**config.mk**
```make
export PLATFORM = sky130hd
export DESIGN_NAME = frer_div
export DESIGN_NICKNAME = d
export VERILOG_FILES = /design/src/sv/frer_pkg.sv /design/src/sv/frer_div.sv
export SDC_FILE = /design/constraint.sdc
export NUM_CORES = 1
export LEC_CHECK = 0
export ABC_CLOCK_PERIOD_IN_PS = 5380
export BUFFER_PORTS_ARGS = -buffer_cell sky130_fd_sc_hd__buf_2
export CELL_PAD_IN_SITES_DETAIL_PLACEMENT = 1
export CELL_PAD_IN_SITES_GLOBAL_PLACEMENT = 1
export CORE_AREA = 2 2 116 118
export DETAILED_ROUTE_END_ITERATION = 10
export DIE_AREA = 0 0 118 120
export GPL_TIMING_DRIVEN = 0
export PLACE_DENSITY = 0.88
export SYNTH_ARGS = -nofsm -noshare
export SYNTH_HDL_FRONTEND = slang
export SYNTH_SLANG_ARGS = --single-unit
export TNS_END_PERCENT = 1
```
**constraint.sdc**
```tcl
create_clock -name aclk -period 5.38 [get_ports aclk]
set_input_delay 0.807 -clock aclk [delete_from_list [all_inputs] [get_ports aclk]]
set_output_delay 0.807 -clock aclk [all_outputs]
set_load 0.05 [all_outputs]
```
**src/sv/frer_pkg.sv**
```systemverilog
// Package for the frame rate estimator: sizes, register indexes, constants,
// the rounding function and the control record of the trimming accumulator.
// Depends on nothing; every other file of the block uses it.
`default_nettype none

package frer_pkg;

    localparam int HIST_BINS  = 1024;
    localparam int BIN_W      = $clog2(HIST_BINS);
    localparam int CNT16_W    = 16;
    localparam int TIME_W     = 32;
    localparam int WIN_W      = 20;
    localparam int RATE_W     = 6;
    localparam int CUM_W      = CNT16_W + BIN_W;
    localparam int CNT_W      = CNT16_W + BIN_W;
    localparam int PROD_W     = CNT16_W + BIN_W;
    localparam int SUM_W      = CNT16_W + 2 * BIN_W;
    localparam int Q_W        = (BIN_W > 10) ? BIN_W : 10;
    localparam int DIV_W      = (SUM_W > CNT_W + Q_W) ? SUM_W : CNT_W + Q_W;
    localparam int STEP_W     = $clog2(Q_W);
    localparam int CFG_IDX_W  = 2;
    localparam int CFG_DATA_W = 20;

    localparam logic [CFG_IDX_W-1:0] REG_WINDOW_LENGTH = 2'd0;
    localparam logic [CFG_IDX_W-1:0] REG_MIN_INTERVALS = 2'd1;

    localparam logic [WIN_W-1:0]   WINDOW_RESET    = 20'd10000;
    localparam logic [CNT16_W-1:0] MIN_RESET       = 16'd30;
    localparam logic [CNT16_W-1:0] MIN_CLOSE_TOTAL = 16'd6;
    localparam logic [CNT16_W-1:0] COUNT_MAX       = 16'hFFFF;
    localparam logic [BIN_W-1:0]   LAST_BIN        = BIN_W'(HIST_BINS - 1);
    localparam logic [SUM_W-1:0]   MS_PER_S        = SUM_W'(1000);

    // Reciprocal of three: (t * 43691) >> 17 equals t / 3 for any 16-bit t.
    localparam logic [16:0] THIRD_RECIP = 17'd43691;
    localparam int          THIRD_SHIFT = 17;

    localparam logic [RATE_W-1:0] RATE_1  = 6'd1;
    localparam logic [RATE_W-1:0] RATE_5  = 6'd5;
    localparam logic [RATE_W-1:0] RATE_10 = 6'd10;
    localparam logic [RATE_W-1:0] RATE_15 = 6'd15;
    localparam logic [RATE_W-1:0] RATE_30 = 6'd30;
    localparam logic [RATE_W-1:0] RATE_50 = 6'd50;
    localparam logic [RATE_W-1:0] RATE_60 = 6'd60;

    typedef struct packed {
        logic             clear;
        logic             valid;
        logic [BIN_W-1:0] bin;
    } trim_ctrl_t;

    function automatic logic [RATE_W-1:0] round_rate(input logic [Q_W-1:0] fps);
        logic [RATE_W-1:0] r;
        if (fps >= Q_W'(55)) begin
            r = RATE_60;
        end else if (fps >= Q_W'(40)) begin
            r = RATE_50;
        end else if (fps >= Q_W'(20)) begin
            r = RATE_30;
        end else if (fps >= Q_W'(12)) begin
            r = RATE_15;
        end else if (fps >= Q_W'(7)) begin
            r = RATE_10;
        end else if (fps >= Q_W'(3)) begin
            r = RATE_5;
        end else begin
            r = RATE_1;
        end
        return r;
    endfunction

endpackage

`default_nettype wire

```
**src/sv/frer_div.sv**
```systemverilog
// Restoring divider, one quotient bit per cycle, for quotients known to fit
// in Q_W bits. Shared by the mean and the rate conversion. Depends on frer_pkg.
`default_nettype none

module frer_div (
    input  wire logic                        aclk,
    input  wire logic                        aresetn,
    input  wire logic                        start,
    input  wire logic [frer_pkg::SUM_W-1:0]  dividend,
    input  wire logic [frer_pkg::CNT_W-1:0]  divisor,
    output logic                             done,
    output logic      [frer_pkg::Q_W-1:0]    quotient
);

    logic                          busy_reg;
    logic                          done_reg;
    logic [frer_pkg::STEP_W-1:0]   step_reg;
    logic [frer_pkg::DIV_W-1:0]    rem_reg;
    logic [frer_pkg::DIV_W-1:0]    dsh_reg;
    logic [frer_pkg::Q_W-1:0]      q_reg;
    logic                          fits;

    assign fits = rem_reg >= dsh_reg;

    always_ff @(posedge aclk) begin
        if (!aresetn) begin
            busy_reg <= 1'b0;
            done_reg <= 1'b0;
            step_reg <= '0;
        end else begin
            done_reg <= 1'b0;
            if (start) begin
                busy_reg <= 1'b1;
                step_reg <= '0;
            end else if (busy_reg) begin
                step_reg <= step_reg + 1'b1;
                if (step_reg == frer_pkg::STEP_W'(frer_pkg::Q_W - 1)) begin
                    busy_reg <= 1'b0;
                    done_reg <= 1'b1;
                end
            end
        end
    end

    always_ff @(posedge aclk) begin
        if (start) begin
            rem_reg <= frer_pkg::DIV_W'(dividend);
            dsh_reg <= frer_pkg::DIV_W'(divisor) << (frer_pkg::Q_W - 1);
            q_reg   <= '0;
        end else if (busy_reg) begin
            if (fits) begin
                rem_reg <= rem_reg - dsh_reg;
            end
            dsh_reg <= dsh_reg >> 1;
            q_reg   <= {q_reg[frer_pkg::Q_W-2:0], fits};
        end
    end

    assign done     = done_reg;
    assign quotient = q_reg;

endmodule

`default_nettype wire

```
==> summary.md, run 1 <==
| Metric | Value |
|---|---|
| VDD IR max | approximately 0.20 mV |
| Setup Slack @ Placement | approximately 1.6 ns |
| DRC Markers | 0 |
| Post-synthesis compound-gate area fraction | 0.2079 |
| Skew final | 0.009393 ns |
| Worst endpoint required time | 5.44 ns |
| Fin Setup TNS | 0 ns |
| Cell accounting for the most synthesized area | edfxtp_1 |
| CTS resizes | 0 |
| Hold_buf cts | 0 |
| Die footprint | approximately 14000 um^2 |
| Count leader, synth | nand2_1 |
| Post-placement cell count | about 860 |
| #FFs+latches synth | 87 |
| Initial core utilization | 0.4358 |
| Core footprint | 12980 um^2 |
| Largest family of logic cells by synthesized area | compound AO/OA/AOI/OAI gates |
| Die Y | roughly 120 um |
| Status | finished clean |
| Via count | about 5000 |
| Synthesized area | about 5700 um^2 |
| Max-slew violation total from the final report | 0 |
| Clock Tree Root | clkbuf_16 |
| Largest cells by area after synthesis | edfxtp_1 33%, dfxtp_1 8.8%, ha_1 8.2% |
| Avg WL per Cell | approximately 19 um |
| Die W | around 120 um |
| Util after Layout | 0.5085 |
| List of most frequent post-synthesis cells | 87 x nand2_1, 62 x edfxtp_1, 48 x inv_1 |
| Number of top-level pins | 76 |
| Final wirelength | roughly 17000 um |
| Slew HR | 0.1824 |
| Largest net degree at the start of global routing | 27 |
| Via-to-Cell Ratio | approximately 5.7 |
| Final period utilization | 0.7217 |
| Clock Sink Count | 87 |
| Clock tree buffer depth | 2 |
| Lkg Pwr | between 0.002 and 0.003 uW |
| Syn_nets | 709 |
| Power per cell area | a little over 500 nW/um^2 |
| Min cycle time layout | about 3.9 ns |
| Setup repair bufs after CTS | 0 |
| RSZ-0062 raised after global routing | false |
| Hold depth | 2 |
| Max reg flops | 36 |
| First-pass GRT wire length | 26940 um |
| Finished Cell Area | between 6000 and 7000 um^2 |
| TritonCTS clock tree | built |
| Non-Filler Instances | ~870 |
| Worst setup margin | ~1.5 ns |
| Max-cap viol count | 0 |
| Clock slew at reported path FFs | 0.07 ns |
| Top-area cell type share of the netlist area | 0.3291 |
| Synth Instances | roughly 610 |
| Worst EP arrival | between 3 and 4 ns |
| Final hold vios | 0 |
| Unique masters post-synth | 59 |
| Placer congestion estimate | roughly 0.9 |
| Area Overhead vs Synth | 16.68% |
| Cts bufs inserted | 9 |
| Top_reg_cell synth | edfxtp_1 |
| Ant. Diodes | 0 |
| Gr usage total | 0.2424 |
| Synthesized area per cell | between 9 and 10 um^2 |
| Pre-Repair DR Iteration Count | 4 |
| Worst Max-Slew Pin Slew | about 1.2 ns |
| Crit Path Max Fanout | 20 |
| Adder-cell share of the synthesized area | 0.08538 |
| Initial antenna violation count | 0 |
| Placed inst area | between 6000 and 7000 um^2 |
| DRT iter0 DRCs | ~240 |
| Post-DP HPWL | 12220 um |
| # rows | 42 |
| Min-Delay Path Class | flip-flop to flip-flop |
| Simple-gate share of the synthesized area | 0.1391 |
| IO Port Bufs | 74 |
| Setup CP Type | flip-flop to flip-flop |
| Async S/R FF share, synth | 0 |
| Later-pin clock latency in the skew report | ~0.36 ns |
| Routed Antenna Nets | 0 |
| H-tree depth | 3 |
| Fmax | roughly 0.26 GHz |
| Share of cells above drive strength 1 | 0.1650 |
| Post-Synth XOR/XNOR Area | 0.05264 |
| Critical Path Sink Type | flip-flop |
| Synth warn | 0 |
| Mux cell area share after synthesis | 0.03561 |
| Reg2reg path depth | 10 |
| Layout Nets | 795 |
| Global route overflow | 0 |
| Setup violations, final | 0 |
| EDFF count, synth | between 60 and 70 |
| Critical path startpoint category | flip-flop |
| Sequential-to-total area share from yosys stat | 0.4176 |
| Number of global-route vias before repair | 5360 |
## path summary, 6_finish.rpt
| check | end | startpoint | slack, ns |
|---|---|---|---|
| setup / recovery | rem_reg[17] | dsh_reg[8] | 1.50 |
| hold / removal | quotient[9] | quotient[9] | 0.51 |
| setup reg to reg | rem_reg[17] | dsh_reg[8] | 1.50 |
| hold reg to reg | quotient[9] | quotient[9] | 0.51 |
## power breakdown
part / total (uW) / leakage (uW) / internal [uW] / switching [uW]
Sequential: 976 / 0.000837 / 922 / 54.3
Clock: 670 / 0.000155 / 371 / 299
Combinational: 1770 / 0.00179 / 715 / 1060
## layer usage
layer / up-vias / wire, um / track usage
met3: 31 / 937 / 0.05276
li1: 2362 / - / -
met5: - / 0 / 0
met2: 147 / 8378 / 0.4364
met4: 0 / 483 / 0.09940
met1: 2396 / 6812 / 0.2790
## kinds of logic after synthesis
family	count (synthesis)
flops	87
mux	20
compound gates	173
xor+xnor	34
simple gates	176
fa+ha+maj	38
buf+inv	78
## stage by stage
stage                     hold WS [ns]  power, uW
after global routing            0.5618       3630
after detailed placement        0.4950       2708
after CTS                       0.5148       3411
after global placement          0.4730       2595
after floorplan                 0.4647       2288
final                           0.5139       3417
## layout make-up
cell class,instances,area [um^2]
plain buffers,29,165.2
clock buffers,9,225.2
clock inverters,7,85.08
fillers,1544,6380
inverters,49,183.9
multi-input cells,441,2960
flip-flops and latches,87,2362
well taps,176,220.2
repair buffers,75,397.9
## layout by cell type, fill, tap and decap left out, drive strengths merged, types with 8 or more instances in the layout
cell	Yosys	final
buf	9	84
nand2	87	87
edfxtp	62	62
inv	48	53
xnor2	22	22
nor2	34	34
nor3	8	8
o31ai	29	29
a21oi	40	40
a21o	16	16
a31oi	8	8
dfxtp	25	25
xor2	12	12
ha	37	37
clkbuf	19	28
mux2i	19	19
nand4	10	10
nand3	13	13
o21ai	44	44
## worst max-delay path, stage by stage (launching register included)
cell and delay (ns):
dfxtp_1 0.38, inv_1 0.08, ha_1 0.40, and4_1 0.26, nand3_1 0.11, a211oi_1 0.48, o31ai_1 0.17, a22oi_1 0.48
nand3_1 0.28, a31oi_4 0.68, buf_16 0.25
Power figures use the tool's default switching activity.
==> run 2: changes to the inputs <==
==> config.mk (replaced) <==
export PLATFORM = sky130hd
export DESIGN_NAME = frer_div
export DESIGN_NICKNAME = d
export VERILOG_FILES = /design/src/sv/frer_pkg.sv /design/src/sv/frer_div.sv
export SDC_FILE = /design/constraint.sdc
export NUM_CORES = 1
export LEC_CHECK = 0
export ABC_CLOCK_PERIOD_IN_PS = 3300
export BUFFER_PORTS_ARGS = -buffer_cell sky130_fd_sc_hd__buf_2
export CELL_PAD_IN_SITES_DETAIL_PLACEMENT = 1
export CELL_PAD_IN_SITES_GLOBAL_PLACEMENT = 1
export CORE_AREA = 2 2 121 123
export DETAILED_ROUTE_END_ITERATION = 10
export DIE_AREA = 0 0 123 125
export GPL_TIMING_DRIVEN = 0
export PLACE_DENSITY = 0.86
export SYNTH_ARGS = -nofsm -noshare
export SYNTH_HDL_FRONTEND = slang
export SYNTH_SLANG_ARGS = --single-unit
export TNS_END_PERCENT = 1
==> constraint.sdc (replaced) <==
create_clock -name aclk -period 3.3 [get_ports aclk]
set_input_delay 0.495 -clock aclk [delete_from_list [all_inputs] [get_ports aclk]]
set_output_delay 0.495 -clock aclk [all_outputs]
set_load 0.05 [all_outputs]
==> summary.md, run 2 (synthesis gave the netlist of run 1 again) <==
| Metric | Value |
|---|---|
| Worst EP arrival | 3.30 ns (-0.64 ns) |
| Final wirelength | 16830 um (+1.3%) |
| Fin Setup TNS | 0 ns (unchanged) |
| Worst r2r src | rem_reg[0] |
| Placer congestion estimate | 0.9245 (+4.9%) |
| Setup violations, final | 0 (unchanged) |
| Post-DP HPWL | 12130 um (-0.74%) |
| Hold depth | 2 (unchanged) |
| Largest net degree at the start of global routing | 27 (unchanged) |
| Finished Cell Area | 6681 um^2 (+1.2%) |
| First-pass GRT wire length | 27140 um (+0.74%) |
| Ant. Diodes | 0 (unchanged) |
| Post-placement cell count | 864 (+0.82%) |
| Layout Nets | 799 (+0.50%) |
| Critical path startpoint category | flip-flop |
| Max-slew violation total from the final report | 0 (unchanged) |
| Min-delay src | aresetn |
| Later-pin clock latency in the skew report | 0.36 ns (about the same) |
| Worst endpoint required time | 3.41 ns (-2.03 ns) |
| Area Overhead vs Synth | 18.12% |
| TritonCTS clock tree | built |
| Clock Sink Count | 87 (unchanged) |
| Reg-to-Reg End | rem_reg[34] |
| Final hold vios | 0 (unchanged) |
| Clock Tree Root | clkbuf_16 |
| Cts bufs inserted | 9 (unchanged) |
| Skew final | 0.01236 ns (+0.002969 ns) |
| H-tree depth | 3 (unchanged) |
| Reg2Reg Setup Slack | 0.11 ns (-1.39 ns) |
| Commonest non-fill, non-tap cell in the layout | nand2_1 |
| # rows | 44 (+4.8%) |
| Via count | 4947 (+0.22%) |
| Min cycle time layout | 3.190 ns (-0.6930 ns) |
| Clock tree buffer depth | 2 (unchanged) |
| IO Port Bufs | 74 (unchanged) |
| Crit-path slowest cell | fa_1 |
| Slew HR | 0.2320 (+0.04959) |
| Initial core utilization | 0.3983 (-0.03755) |
| Fmax | 0.3135 GHz (+22%) |
| Routed Antenna Nets | 0 (unchanged) |
| Max reg flops | 36 (unchanged) |
| Gr usage total | 0.2274 (-0.01498) |
| Status | finished clean |
| Via-to-Cell Ratio | 5.590 (-1.1%) |
| Min-Delay Path Class | primary input to flip-flop |
| Setup CP Type | flip-flop to flip-flop |
| Core footprint | 14200 um^2 (+9.4%) |
| Reg2reg path depth | 12 (+2) |
| Clock slew at reported path FFs | 0.07 ns (about the same) |
| Fill cells | 1664 (+7.8%) |
| DRT iter0 DRCs | 322 (+32%) |
| Largest stage delay, worst path | 0.41 ns (-0.27 ns) |
| Footprint of the multi-input gates | 3032 um^2 (+2.4%) |
| Avg WL per Cell | 19.01 um (about the same) |
| Setup Slack @ Placement | -0.6706 ns (-2.300 ns) |
| Die Y | 125 um (+4.2%) |
| Cell Chain, Critical Path | inv_1 -> ha_1 -> inv_1 -> fa_1 -> a21o_2 -> a221oi_4 -> o211ai_4 -> a2111oi_4 -> o31ai_1 -> a21oi_2 -> nor3_1 -> a221o_1 |
| Most frequent cells in the layout | 87 x nand2_1, 80 x buf_2, 62 x edfxtp_1 |
| Max-cap viol count | 0 (unchanged) |
| Worst Max-Slew Pin Slew | 1.151 ns (-0.07430 ns) |
| Worst setup margin | 0.1104 ns (-1.387 ns) |
| Lkg Pwr | 0.002776 uW (-0.10%) |
| Placed inst area | 6272 um^2 (-0.28%) |
| Die W | 123 um (+4.2%) |
| Initial antenna violation count | 0 (unchanged) |
| Storage element area | 2362 um^2 (unchanged) |
| Pre-Repair DR Iteration Count | 4 (unchanged) |
| Util after Layout | 0.4704 (-0.03808) |
| Final period utilization | 0.9665 (+0.2449) |
| Crit Path Max Fanout | 3 (-85%) |
| Number of top-level pins | 76 (unchanged) |
| VDD IR max | 0.2840 mV (+42%) |
| RSZ-0062 raised after global routing | true |
| Power per cell area | 840.0 nW/um^2 (+62%) |
| Share of cells above drive strength 1 | 0.1740 (+0.009044) |
| Die footprint | 15380 um^2 (+8.6%) |
| DRC Markers | 0 (unchanged) |
| Global route overflow | 0 (unchanged) |
| Number of global-route vias before repair | 5370 (+0.19%) |
| Worst Hold Path EP | busy_reg |
| Critical Path Sink Type | flip-flop |
| Most used cell along the critical path | inv_1 |
| Non-Filler Instances | 885 (+1.4%) |
-- run 2: cell count changes in the layout (fill, tap and decap cells not counted), sizes merged --
cell	delta
buf	+3
clkinv	+1
a31oi	+1
inv	-5
clkbuf	+3
clkinvlp	+1
-- run 2: routing by layer --
metal  global-route usage  vias to the layer above  wire length (um)
met5                    0                        -                 0
met4              0.08088                        0               368
met3              0.05155                       27               865
met2               0.3877                      131              8476
met1               0.2797                     2418              7117
li1                     -                     2371                 -
-- run 2: per-stage QoR --
step	total power (uW)	hold slack, ns
6_report	5612	0.3811
2_1_floorplan	3734	0.4647
3_5_place_dp	4399	0.5027
5_1_grt	5966	0.3873
4_1_cts	5506	0.3715
3_3_place_gp	4243	0.4777
-- run 2: area by class of cell --
cell class	count	share of cell area
Tap cell	184	0.03446
Sequential cell	87	0.3536
Clock buffer	12	0.03539
Multi-Input combinational cell	442	0.4537
Clock inverter	4	0.006929
Timing Repair Buffer	78	0.06367
Buffer	29	0.02472
Inverter	49	0.02753
-- run 2: worst max path at each step --
stage,start,slack (ns),cells after the start,endpoint
detailed placement,dsh_reg[12],-0.67,9,rem_reg[18]
CTS,rem_reg[23],0.02,8,rem_reg[31]
global route,rem_reg[0],-0.07,12,rem_reg[34]
floorplan,rem_reg[27],0.21,9,rem_reg[0]
global placement,dsh_reg[9],-0.53,9,rem_reg[16]
finish,rem_reg[0],0.11,12,rem_reg[34]
-- run 2: worst max-delay path: cells and delay by family (launching register included) --
family,cells,cell delay (ns)
AOI/OAI and AO/OA,7,1.77
adders and majority gates,2,0.58
buffers and inverters,2,0.13
DFF,1,0.38
and+or+nand+nor,1,0.09
-- run 2: timing repair --
item,4_1_cts,5_1_grt
buffers inserted,2,2
resized for setup,7,3
pin swaps,2,2
cloned,1,0
endpoints found under the setup margin,37,22
hold buffers,0,0
-- run 2: power breakdown --
group	internal (uW)	total (uW)	switching, uW
Combinational	1210	2990	1780
Sequential	1500	1600	98.4
Clock	584	1020	438
Total	3300	5610	2310
