**config.mk**
```make
export PLATFORM = sky130hd
export DESIGN_NAME = frer_trim_acc
export DESIGN_NICKNAME = d
export VERILOG_FILES = /design/src/sv/frer_pkg.sv /design/src/sv/frer_trim_acc.sv
export SDC_FILE = /design/constraint.sdc
export NUM_CORES = 1
export LEC_CHECK = 0
export ABC_AREA = 1
export BUFFER_PORTS_ARGS = -buffer_cell sky130_fd_sc_hd__buf_2
export CAP_MARGIN = 20
export CELL_PAD_IN_SITES_DETAIL_PLACEMENT = 0
export CELL_PAD_IN_SITES_GLOBAL_PLACEMENT = 1
export CORE_ASPECT_RATIO = 0.8
export CORE_MARGIN = 2
export CORE_UTILIZATION = 48
export DETAILED_ROUTE_END_ITERATION = 8
export PLACE_DENSITY = 0.84
export SYNTH_ARGS = -nofsm -noshare
export SYNTH_HDL_FRONTEND = slang
export SYNTH_SLANG_ARGS = --single-unit
export TNS_END_PERCENT = 1
```
**constraint.sdc**
```tcl
create_clock -name aclk -period 17.3 [get_ports aclk]
set_input_delay 3.46 -clock aclk [delete_from_list [all_inputs] [get_ports aclk]]
set_output_delay 3.46 -clock aclk [all_outputs]
set_load 0.02 [all_outputs]
```
**src/sv/frer_pkg.sv**
```systemverilog
// Package for the frame rate estimator: sizes, register indexes, constants,
// the rounding function and the control record of the trimming accumulator.
// Depends on nothing; every other file of the block uses it.
`default_nettype none

package frer_pkg;

    localparam int HIST_BINS  = 1024;
    localparam int BIN_W      = $clog2(HIST_BINS);
    localparam int CNT16_W    = 16;
    localparam int TIME_W     = 32;
    localparam int WIN_W      = 20;
    localparam int RATE_W     = 6;
    localparam int CUM_W      = CNT16_W + BIN_W;
    localparam int CNT_W      = CNT16_W + BIN_W;
    localparam int PROD_W     = CNT16_W + BIN_W;
    localparam int SUM_W      = CNT16_W + 2 * BIN_W;
    localparam int Q_W        = (BIN_W > 10) ? BIN_W : 10;
    localparam int DIV_W      = (SUM_W > CNT_W + Q_W) ? SUM_W : CNT_W + Q_W;
    localparam int STEP_W     = $clog2(Q_W);
    localparam int CFG_IDX_W  = 2;
    localparam int CFG_DATA_W = 20;

    localparam logic [CFG_IDX_W-1:0] REG_WINDOW_LENGTH = 2'd0;
    localparam logic [CFG_IDX_W-1:0] REG_MIN_INTERVALS = 2'd1;

    localparam logic [WIN_W-1:0]   WINDOW_RESET    = 20'd10000;
    localparam logic [CNT16_W-1:0] MIN_RESET       = 16'd30;
    localparam logic [CNT16_W-1:0] MIN_CLOSE_TOTAL = 16'd6;
    localparam logic [CNT16_W-1:0] COUNT_MAX       = 16'hFFFF;
    localparam logic [BIN_W-1:0]   LAST_BIN        = BIN_W'(HIST_BINS - 1);
    localparam logic [SUM_W-1:0]   MS_PER_S        = SUM_W'(1000);

    // Reciprocal of three: (t * 43691) >> 17 equals t / 3 for any 16-bit t.
    localparam logic [16:0] THIRD_RECIP = 17'd43691;
    localparam int          THIRD_SHIFT = 17;

    localparam logic [RATE_W-1:0] RATE_1  = 6'd1;
    localparam logic [RATE_W-1:0] RATE_5  = 6'd5;
    localparam logic [RATE_W-1:0] RATE_10 = 6'd10;
    localparam logic [RATE_W-1:0] RATE_15 = 6'd15;
    localparam logic [RATE_W-1:0] RATE_30 = 6'd30;
    localparam logic [RATE_W-1:0] RATE_50 = 6'd50;
    localparam logic [RATE_W-1:0] RATE_60 = 6'd60;

    typedef struct packed {
        logic             clear;
        logic             valid;
        logic [BIN_W-1:0] bin;
    } trim_ctrl_t;

    function automatic logic [RATE_W-1:0] round_rate(input logic [Q_W-1:0] fps);
        logic [RATE_W-1:0] r;
        if (fps >= Q_W'(55)) begin
            r = RATE_60;
        end else if (fps >= Q_W'(40)) begin
            r = RATE_50;
        end else if (fps >= Q_W'(20)) begin
            r = RATE_30;
        end else if (fps >= Q_W'(12)) begin
            r = RATE_15;
        end else if (fps >= Q_W'(7)) begin
            r = RATE_10;
        end else if (fps >= Q_W'(3)) begin
            r = RATE_5;
        end else begin
            r = RATE_1;
        end
        return r;
    endfunction

endpackage

`default_nettype wire

```
**src/sv/frer_trim_acc.sv**
```systemverilog
// Trimmed-mean accumulator: walks the bins in order, keeps the cumulative
// count and sums only the middle third. Depends on frer_pkg.
`default_nettype none

module frer_trim_acc (
    input  wire logic                         aclk,
    input  wire frer_pkg::trim_ctrl_t         ctrl,
    input  wire logic [frer_pkg::CNT16_W-1:0] value,
    input  wire logic [frer_pkg::CNT16_W-1:0] skip,
    input  wire logic [frer_pkg::CNT16_W-1:0] upper,
    output logic      [frer_pkg::SUM_W-1:0]   sum,
    output logic      [frer_pkg::CNT_W-1:0]   cnt
);

    logic [frer_pkg::CUM_W-1:0]  cum_reg;
    logic [frer_pkg::PROD_W-1:0] prod_reg;
    logic [frer_pkg::CNT16_W-1:0] part_reg;
    logic [frer_pkg::SUM_W-1:0]  sum_reg;
    logic [frer_pkg::CNT_W-1:0]  cnt_reg;
    logic [frer_pkg::CUM_W-1:0]  cum_next;
    logic                        in_range;

    assign cum_next = cum_reg + frer_pkg::CUM_W'(value);
    assign in_range = (cum_next > frer_pkg::CUM_W'(skip)) &&
                      (cum_next <= frer_pkg::CUM_W'(upper));

    always_ff @(posedge aclk) begin
        if (ctrl.clear) begin
            cum_reg  <= '0;
            prod_reg <= '0;
            part_reg <= '0;
            sum_reg  <= '0;
            cnt_reg  <= '0;
        end else begin
            if (ctrl.valid) begin
                cum_reg <= cum_next;
            end
            if (ctrl.valid && in_range) begin
                prod_reg <= frer_pkg::PROD_W'(ctrl.bin) * frer_pkg::PROD_W'(value);
                part_reg <= value;
            end else begin
                prod_reg <= '0;
                part_reg <= '0;
            end
            sum_reg <= sum_reg + frer_pkg::SUM_W'(prod_reg);
            cnt_reg <= cnt_reg + frer_pkg::CNT_W'(part_reg);
        end
    end

    assign sum = sum_reg;
    assign cnt = cnt_reg;

endmodule

`default_nettype wire

```
==> results of run 1 <==
-- worst max-delay path by stage --
stage	startpoint	endpoint	slack, ps
3_3_place_gp	value[0]	prod_reg[14]$_SDFF_PP0_	8880
3_5_place_dp	ctrl[3]	prod_reg[11]$_SDFF_PP0_	8840
5_1_grt	ctrl[9]	prod_reg[14]$_SDFF_PP0_	8970
6_report	ctrl[3]	prod_reg[11]$_SDFF_PP0_	9200
2_1_floorplan	ctrl[9]	prod_reg[21]$_SDFF_PP0_	9190
4_1_cts	ctrl[3]	prod_reg[11]$_SDFF_PP0_	9270
-- stage by stage --
| stage | area (um^2) | utilization (%) | power, mW | cells | worst slack [ps] |
|---|---|---|---|---|---|
| floorplan | 13910 | - | 1.183 | 2037 | 9186 |
| global placement | 14770 | 51.96 | 1.457 | 2477 | 8879 |
| detailed placement | 14770 | 51.96 | 1.458 | 2477 | 8836 |
| CTS | 15330 | 53.92 | 1.822 | 2508 | 9269 |
| global route | 15330 | 53.92 | 2.012 | 2508 | 8973 |
| finish | 15330 | 53.92 | 1.821 | 2508 | 9199 |
-- where the power goes --
group | internal [mW] | switching [mW] | total (mW)
combinational | 0.412 | 0.741 | 1.15
sequential | 0.310 | 0.00706 | 0.317
clock | 0.199 | 0.151 | 0.351
-- cell families (layout without fill, tap and decap cells) --
kind of cell	Yosys count	after routing	share of synthesized area, %
AO/OA/AOI/OAI	319	319	12.46
AND/OR/NAND/NOR	791	791	23.00
XOR/XNOR	39	39	2.455
flip-flops	130	130	18.71
adder cells (fa/ha/maj)	264	264	29.84
buffers and inverters	494	595	13.54
-- worst register-to-register path: cells and delay by family (launching register included) --
kind / cells / cell delay [ps]
buffers and inverters: 1 / 50
AO/OA/AOI/OAI: 2 / 470
flip-flops: 1 / 310
XOR/XNOR: 1 / 210
adder cells (fa/ha/maj): 3 / 1010
AND/OR/NAND/NOR: 14 / 1960
-- placed cells by master, fill, tap and decap left out, types with 5 or more instances in the layout --
cell type  count
nand2_1      472
inv_1        440
nor2_1       192
a21oi_1      160
ha_1         151
dfxtp_1      130
buf_2        122
fa_1         113
o21ai_0      102
nand3_1       60
xor2_1        25
nand4_1       25
nor3_1        21
o21a_1        17
clkbuf_16     17
xnor2_1       14
o21bai_1      13
a31oi_1        6
o211ai_1       5
a21o_1         5
-- area by class of cell --
class | count | share of cell area, %
clock inverters | 13 | 0.8409
multi-input cells | 1413 | 61.50
inverters | 440 | 10.78
well taps | 370 | 3.021
clock buffers | 18 | 2.800
repair buffers | 124 | 4.082
flip-flops and latches | 130 | 16.98
-- layer usage --
metal,part of all wire [%],up-vias
met5,0,-
met4,0.90,0
met3,6.9,30
met2,40,387
met1,52,5805
li1,-,6501
==> flow_metrics.tcl, run 1 <==
set metrics [dict create \
    status "finished with violations" \
    violations "design-rule violations" \
    vias_per_cell 5.073 \
    leakagePower_nw 8.839 \
    ios 123 \
    slew_violations 0 \
    whs_path_depth 2 \
    regArea_mm2 0.002603 \
    whs_ps 472.3 \
    hpwl_um 30390 \
    clock_skew_ps 12.76 \
    ys.flop_type "dfxtp_1" \
    synthesis.area_mm2 0.01391 \
    maxCapViolCount 0 \
    r2r_end "prod_reg[8]$_SDFF_PP0_" \
    timing.final.hold_violations 0 \
    grt_max_degree 52 \
    synth_edf_count 0 \
    multi_input_area_mm2 0.009425 \
    firstDrtPassIters 9 \
    largest_reg_flops 36 \
    finalWirelength_um 38020 \
    slowest_stage "fa_1" \
    r2r-start "cum_reg[0]$_SDFFE_PP0P_" \
    avgRoutedWirePerCell_um 15.16 \
    grt_pass1_vias 12300 \
    hp-class "flip-flop to flip-flop" \
    overflow 0 \
    powerDensity_mw_per_mm2 118.8 \
    syn_inst 2037 \
    h-tree-depth 4 \
    path_class "input pin to flip-flop" \
    grt-busiest-layer "met1" \
    synth_top_area_share_pct 18.71 \
    synth_seq_cells 130 \
    min_to "cnt[25]$_SDFF_PP0_" \
    antennaDiodeCount 0 \
    layout_worst_path_cycle_share_pct 46.82 \
    rsz0062_at_grt "false" \
    num_vias 12720 \
    place_congestion 0.9269 \
    antenna_found_initial 0 \
    end_kind "flip-flop" \
    clock_sinks 130 \
    tightestPinTransition_ps 822.8 \
    clock.fmax_mhz 123.4 \
    crit_top_cell "fa_1" \
    ctsRootBufferMaster "clkbuf_16" \
    rows 55 \
    synth_fp_nets 2362 \
    cp.arrival_ps 8380 \
    fill_cells 2941 \
    synth_commonest_cells "472 x nand2_1, 440 x inv_1, 192 x nor2_1, 160 x a21oi_1, 151 x ha_1" \
    finalNetCount 2451 \
    worst_path_dominant_cell_family "adder cells" \
    setup-violations-final 0 \
    seq_area_frac_synth_pct 18.71 \
    die_y_um 156.3 \
    crit_path_start_kind "input pin" \
    cts_tree "done" \
    drive_above_1_share_pct 7.671 \
    reg2reg_setup_slack_ps 13140 \
    post-route-min-period_ps 8101 \
    r2r_cells 21 \
    yosysWarnings 0 \
    clk_pin_slew_worst_paths_ps 60 \
    met1_usage_pct 39.74 \
    clock_latency_ps 430 \
    vdd_ir_drop_max_mv 0.1163 \
    grt_usage_pct 25.99 \
    area_growth_pct 10.16 \
    grt_use_met3_pct 3.513 \
    drc 11 \
    die_x_um 194.3 \
    grtUsageMet2_pct 39.29 \
    cp.depth 17 \
    cp_num_buf_inv 4 \
    synthDistinctLibCells 34 \
    core_mm2 0.02842 \
    numCtsBuffers 17 \
    die-area_mm2 0.03037 \
    path_cells "buf_2 -> nand2_1 -> fa_1 -> inv_1 -> fa_1 -> ha_1 -> fa_1 -> inv_1 -> fa_1 -> inv_1 -> ha_1 -> a21oi_1 -> a21boi_0 -> o21ai_0 -> a21oi_1 -> xor2_1 -> nor2_1" \
    hp-start "cnt[25]$_SDFF_PP0_" \
    holdBufCountCts 0 \
    slowest_delay_ps 560 \
    synthArstFlopShare_pct 0 \
    portBuffers 122 \
    crit_fanout 16 \
    synth.largest_area_cell "dfxtp_1" \
    cts_buffer_depth 2 \
    detail-route-antenna-nets 0 \
    synth.most_common_cell "nand2_1" \
    initial_utilization_pct 48.95 \
    post_cts_buffers 0 \
    cts_resized 0 \
    first_iter_violations 923 \
    maxSlewHeadroom_pct 44.95 \
    avgSynthCellArea_um2 6.830 \
    cp.required_ps 17580 \
    setup_tns_ps 0 \
    synth_area_leaders "dfxtp_1 19%, fa_1 16%, ha_1 14%" \
    grt_pass1_wl_um 63010 \
]
Power figures use the tool's default switching activity.
==> run 2, diff against run 1 <==
--- a/config.mk
+++ b/config.mk
@@ -12,9 +12,9 @@
 export CELL_PAD_IN_SITES_GLOBAL_PLACEMENT = 1
 export CORE_ASPECT_RATIO = 0.8
 export CORE_MARGIN = 2
-export CORE_UTILIZATION = 48
+export CORE_UTILIZATION = 45
 export DETAILED_ROUTE_END_ITERATION = 8
-export PLACE_DENSITY = 0.84
+export PLACE_DENSITY = 0.79
 export SYNTH_ARGS = -nofsm -noshare
 export SYNTH_HDL_FRONTEND = slang
 export SYNTH_SLANG_ARGS = --single-unit
==> constraint.sdc (replaced) <==
create_clock -name aclk -period 7.7 [get_ports aclk]
set_input_delay 1.54 -clock aclk [delete_from_list [all_inputs] [get_ports aclk]]
set_output_delay 1.54 -clock aclk [all_outputs]
set_load 0.02 [all_outputs]
==> run 2 against run 1 <==
  * The flow now finishes without violations
  * Critical endpoint unchanged
  * Cell count increased by 1.7%
  * Hold slack got worse by 7.6 ps
  * Clock power rose by 130%
  * Sequential power up 120%
  * Final area increased by 0.40%
  * Highest routed layer unchanged
  * Via count down 0.19%
==> flow_metrics.tcl, run 2 (same netlist as run 1, synthesis figures left out) <==
set metrics [dict create \
    slowest_delay_ps 550 \
    path_cells "buf_2 -> nand2_1 -> fa_1 -> inv_1 -> fa_1 -> ha_1 -> fa_1 -> inv_1 -> fa_1 -> inv_1 -> ha_1 -> a21oi_1 -> a21boi_0 -> o21ai_0 -> a21oi_1 -> xor2_1 -> nor2_1" \
    r2r_cells 21 \
    drive_above_1_share_pct 7.671 \
    rows 57 \
    whs_path_depth 2 \
    hp-start "cnt[25]$_SDFF_PP0_" \
    antennaDiodeCount 0 \
    num_vias 12700 \
    place_congestion 0.8971 \
    die_x_um 200.6 \
    end_kind "flip-flop" \
    slowest_stage "fa_1" \
    die-area_mm2 0.03235 \
    vdd_ir_drop_max_mv 0.1828 \
    grt_usage_pct 24.32 \
    post-route-min-period_ps 6171 \
    portBuffers 122 \
    setup_tns_ps 0 \
    clock.fmax_mhz 162.1 \
    grtUsageMet2_pct 36.08 \
    grt_use_met3_pct 3.148 \
    leakagePower_nw 8.841 \
    grt_pass1_vias 12130 \
    layout_commonest_cell "nand2_1" \
    cts_resized 0 \
    path_class "input pin to flip-flop" \
    maxSlewHeadroom_pct 36.61 \
    powerDensity_mw_per_mm2 267.5 \
    finalNetCount 2450 \
    timing.final.hold_violations 0 \
    status "finished, final reports clean" \
    vias_per_cell 4.978 \
    cts_tree "done" \
    rsz0062_at_grt "false" \
    finalWirelength_um 38280 \
    hpwl_um 31150 \
    area_growth_pct 10.60 \
    die_y_um 161.3 \
    min_to "cnt[25]$_SDFF_PP0_" \
    cts_buffer_depth 2 \
    detail-route-antenna-nets 0 \
    r2r-start "cum_reg[0]$_SDFFE_PP0P_" \
    crit_path_start "ctrl[3]" \
    grt-busiest-layer "met1" \
    largest_reg_flops 36 \
    antenna_found_initial 0 \
    ctsRootBufferMaster "clkbuf_16" \
    maxCapViolCount 0 \
    cp.required_ps 7970 \
    crit_path_start_kind "input pin" \
    grt_max_degree 52 \
    initial_utilization_pct 45.79 \
    clk_pin_slew_worst_paths_ps 70 \
    met1_usage_pct 38.03 \
    clock_latency_ps 430 \
    core_mm2 0.03038 \
    placed_cell_area_mm2 0.01481 \
    overflow 0 \
    layout_worst_path_cycle_share_pct 80.14 \
    avgRoutedWirePerCell_um 15.00 \
    reg2reg_setup_slack_ps 3470 \
    tightestPinTransition_ps 950.9 \
    hp-class "flip-flop to flip-flop" \
    cp.arrival_ps 6440 \
    drc 0 \
    slew_violations 0 \
    layout_common_cells "472 x nand2_1, 440 x inv_1, 192 x nor2_1, 160 x a21oi_1, 151 x ha_1" \
    firstDrtPassIters 5 \
    crit_top_cell "fa_1" \
    crit_fanout 16 \
    holdBufCountCts 0 \
    grt_pass1_wl_um 63170 \
    ios 123 \
    clock_skew_ps 16.84 \
    first_iter_violations 801 \
    numCtsBuffers 17 \
    post_cts_buffers 0 \
    fin_area_mm2 0.01539 \
    setup-violations-final 0 \
    r2r_end "part_reg[10]$_SDFF_PP0_" \
    h-tree-depth 4 \
    clock_sinks 130 \
]
## run 2: changes by cell type in the layout (fill, tap and decap cells not counted)
cell	delta
inv_6	+2
buf_4	-1
clkinv_2	-1
clkinv_4	-1
inv_8	+1
## run 2: how the worst max path moves through the flow
stage                         endpoint  slack, ps  cells after the start
2_1_floorplan  prod_reg[21]$_SDFF_PP0_       1510                     22
3_3_place_gp   prod_reg[22]$_SDFF_PP0_       1160                     19
3_5_place_dp   prod_reg[22]$_SDFF_PP0_       1210                     19
4_1_cts        prod_reg[11]$_SDFF_PP0_       1630                     17
5_1_grt        prod_reg[11]$_SDFF_PP0_       1290                     17
6_report       prod_reg[11]$_SDFF_PP0_       1530                     17
## run 2: worst max-delay path: cells and delay by family
kind	cells	cell delay (ps)
compound gates	4	1200
fa+ha+maj	6	2740
simple gates	2	220
buf+inv	4	450
xor+xnor	1	260
## run 2: layout make-up
| class | instances | area, um^2 |
|---|---|---|
| Clock buffer | 18 | 429.2 |
| Clock inverter | 14 | 143.9 |
| Fill cell | 3142 | 14990 |
| Inverter | 440 | 1652 |
| Multi-Input combinational cell | 1413 | 9425 |
| Sequential cell | 130 | 2603 |
| Tap cell | 413 | 516.7 |
| Timing Repair Buffer | 123 | 618.1 |
## run 2: stage by stage
step | hold slack (ps) | instances | utilization, % | power (mW) | setup slack [ps]
after floorplan | 471.2 | 2037 | - | 2.658 | 1506
after detailed placement | 458.4 | 2519 | 48.76 | 3.293 | 1214
after CTS | 471.5 | 2551 | 50.65 | 4.128 | 1630
after global routing | 499.3 | 2551 | 50.65 | 4.571 | 1288
after global placement | 452.6 | 2519 | 48.76 | 3.306 | 1160
final | 464.7 | 2551 | 50.65 | 4.117 | 1529
## run 2: per-layer routing
| layer | wire length [um] | vias up |
|---|---|---|
| met5 | 0 | - |
| li1 | - | 6522 |
| met1 | 20100 | 5824 |
| met4 | 311 | 0 |
| met3 | 2266 | 21 |
| met2 | 15600 | 332 |
## run 2: report_power, final
group	switching, mW	internal, mW
Sequential	0.0156	0.696
Clock	0.351	0.455
Combinational	1.67	0.924
Total	2.04	2.08
==> run 3, diff against run 2 <==
==> constraint.sdc (replaced) <==
create_clock -name aclk -period 6.35 [get_ports aclk]
set_input_delay 1.27 -clock aclk [delete_from_list [all_inputs] [get_ports aclk]]
set_output_delay 1.27 -clock aclk [all_outputs]
set_load 0.02 [all_outputs]
==> run 3 against run 2 <==
  * Sequential share of layout area fell by 0.074 points
  * Worst setup slack got worse by 900 ps
  * Die area did not move
  * Largest power group unchanged
  * Final area rose by 0.44%
  * Via count rose by 1.2%
  * Non-clock buffer count rose by 12
  * Flip-flop and latch count did not move
  * Utilization rose by 0.22 points
  * Highest routed layer unchanged
  * Sequential power rose by 21%
  * First-iteration DRC count rose by 12%
  * Critical path depth rose by 2
  * Hold slack improved by 6.2 ps
==> flow_metrics.tcl, run 3 (same netlist as run 1, synthesis figures left out) <==
set metrics [dict create \
    layout_common_cells "472 x nand2_1, 440 x inv_1, 192 x nor2_1, 160 x a21oi_1, 151 x ha_1" \
    cts_resized 0 \
    rows 57 \
    tightestPinTransition_ps 957.2 \
    initial_utilization_pct 45.79 \
    timing.final.hold_violations 0 \
    h-tree-depth 4 \
    antenna_found_initial 0 \
    avgRoutedWirePerCell_um 15.19 \
    portBuffers 122 \
    grt_pass1_vias 12120 \
    area_growth_pct 11.09 \
    largest_reg_flops 36 \
    place_congestion 0.8878 \
    die_y_um 161.3 \
    setup-violations-final 0 \
    cts_buffer_depth 2 \
    finalPower_mw 4.976 \
    detail-route-antenna-nets 0 \
    core_mm2 0.03038 \
    first_iter_violations 896 \
    end_kind "flip-flop" \
    grt-busiest-layer "met1" \
    setup_slack_ps 624.9 \
    vdd_ir_drop_max_mv 0.2351 \
    maxSlewHeadroom_pct 36.19 \
    clk_pin_slew_worst_paths_ps 60 \
    drive_above_1_share_pct 8.190 \
    clock_skew_ps 14.12 \
    die_x_um 200.6 \
    powerDensity_mw_per_mm2 322.0 \
    leakagePower_nw 8.896 \
    layout_commonest_cell "nand2_1" \
    cp.arrival_ps 6070 \
    firstDrtPassIters 5 \
    post-route-min-period_ps 5725 \
    maxCapViolCount 0 \
    grtUsageMet2_pct 37.04 \
    clock.fmax_mhz 174.7 \
    vias_per_cell 5.016 \
    grt_pass1_wl_um 63370 \
    layout_worst_path_cycle_share_pct 90.16 \
    setup_tns_ps 0 \
    grt_use_met3_pct 2.764 \
    die-area_mm2 0.03235 \
    cp.required_ps 6690 \
    clock_sinks 130 \
    finalNetCount 2462 \
    ios 123 \
    holdBufCountCts 0 \
    crit_fanout 16 \
    clock_latency_ps 430 \
    antennaDiodeCount 0 \
    fill_cells 3185 \
    drc 0 \
    overflow 0 \
    cts_tree "done" \
    hp-class "flip-flop to flip-flop" \
    status "finished, final reports clean" \
    met1_usage_pct 37.90 \
    numCtsBuffers 17 \
    finalWirelength_um 38920 \
    rsz0062_at_grt "false" \
    ctsRootBufferMaster "clkbuf_16" \
    slew_violations 0 \
    grt_usage_pct 24.54 \
    post_cts_buffers 0 \
    path_class "input pin to flip-flop" \
    num_vias 12850 \
    grt_max_degree 52 \
    pre_cts_slack_ps 203.5 \
    hpwl_um 31770 \
    crit_path_start_kind "input pin" \
]
-- run 3: cell types whose count changed in the layout (fill, tap and decap cells not counted) --
cell        previous run  this run
clkinv_2               0         4
buf_4                  1        13
clkinv_4               1         0
inv_8                  2         0
clkbuf_1               1         0
clkinvlp_4             4         3
-- run 3: critical path, cell delays in order --
cell     delay [ps]
buf_2           330
nand2_1         140
fa_1            540
inv_1            40
fa_1            480
fa_1            540
fa_1            540
inv_1            50
fa_1            530
inv_1            40
ha_1            380
a21oi_1         230
o21ai_0         130
a21oi_1         150
nand3_1         150
a21oi_1         190
xor2_1          160
inv_1            60
nor2_1           90
-- run 3: area by class of cell --
type / instances / area, um^2 / area share [%]
Tap cell: 413 / 516.7 / 3.344
Sequential cell: 130 / 2603 / 16.84
Clock inverter: 14 / 125.1 / 0.8096
Multi-Input combinational cell: 1413 / 9425 / 60.99
Clock buffer: 17 / 425.4 / 2.753
Timing Repair Buffer: 135 / 708.2 / 4.582
Inverter: 440 / 1652 / 10.69
-- run 3: per-layer routing --
metal  vias to the layer above  wire [um]  share of wire [%]
met5                         -          0                  0
met3                        25       2141                5.5
met2                       351      16160                 42
li1                       6529          -                  -
met4                         0        316               0.81
met1                      5946      20300                 52
-- run 3: path summary, 6_finish.rpt --
kind | start | to | slack (ps) | cells after the start
setup reg to reg | cum_reg[0]$_SDFFE_PP0P_ | prod_reg[24]$_SDFF_PP0_ | 2080 | 21
hold reg to reg | cnt[25]$_SDFF_PP0_ | cnt[25]$_SDFF_PP0_ | 470 | 2
hold / removal | cnt[25]$_SDFF_PP0_ | cnt[25]$_SDFF_PP0_ | 470 | 2
setup / recovery | ctrl[6] | prod_reg[22]$_SDFF_PP0_ | 620 | 19
-- run 3: per-stage QoR --
step / utilization [%] / area (um^2) / hold slack, ps / cells
3_3_place_gp: 49.06 / 14900 / 449.6 / 2531
6_report: 50.87 / 15450 / 470.8 / 2562
2_1_floorplan: - / 13910 / 471.2 / 2037
5_1_grt: 50.87 / 15450 / 500.1 / 2562
4_1_cts: 50.87 / 15450 / 468.8 / 2562
3_5_place_dp: 49.06 / 14900 / 458.0 / 2531
-- run 3: power by group --
group / total, mW / internal, mW / switching (mW)
Sequential: 0.864 / 0.844 / 0.0202
Combinational: 3.16 / 1.13 / 2.03
Clock: 0.950 / 0.540 / 0.410
Total: 4.98 / 2.51 / 2.46
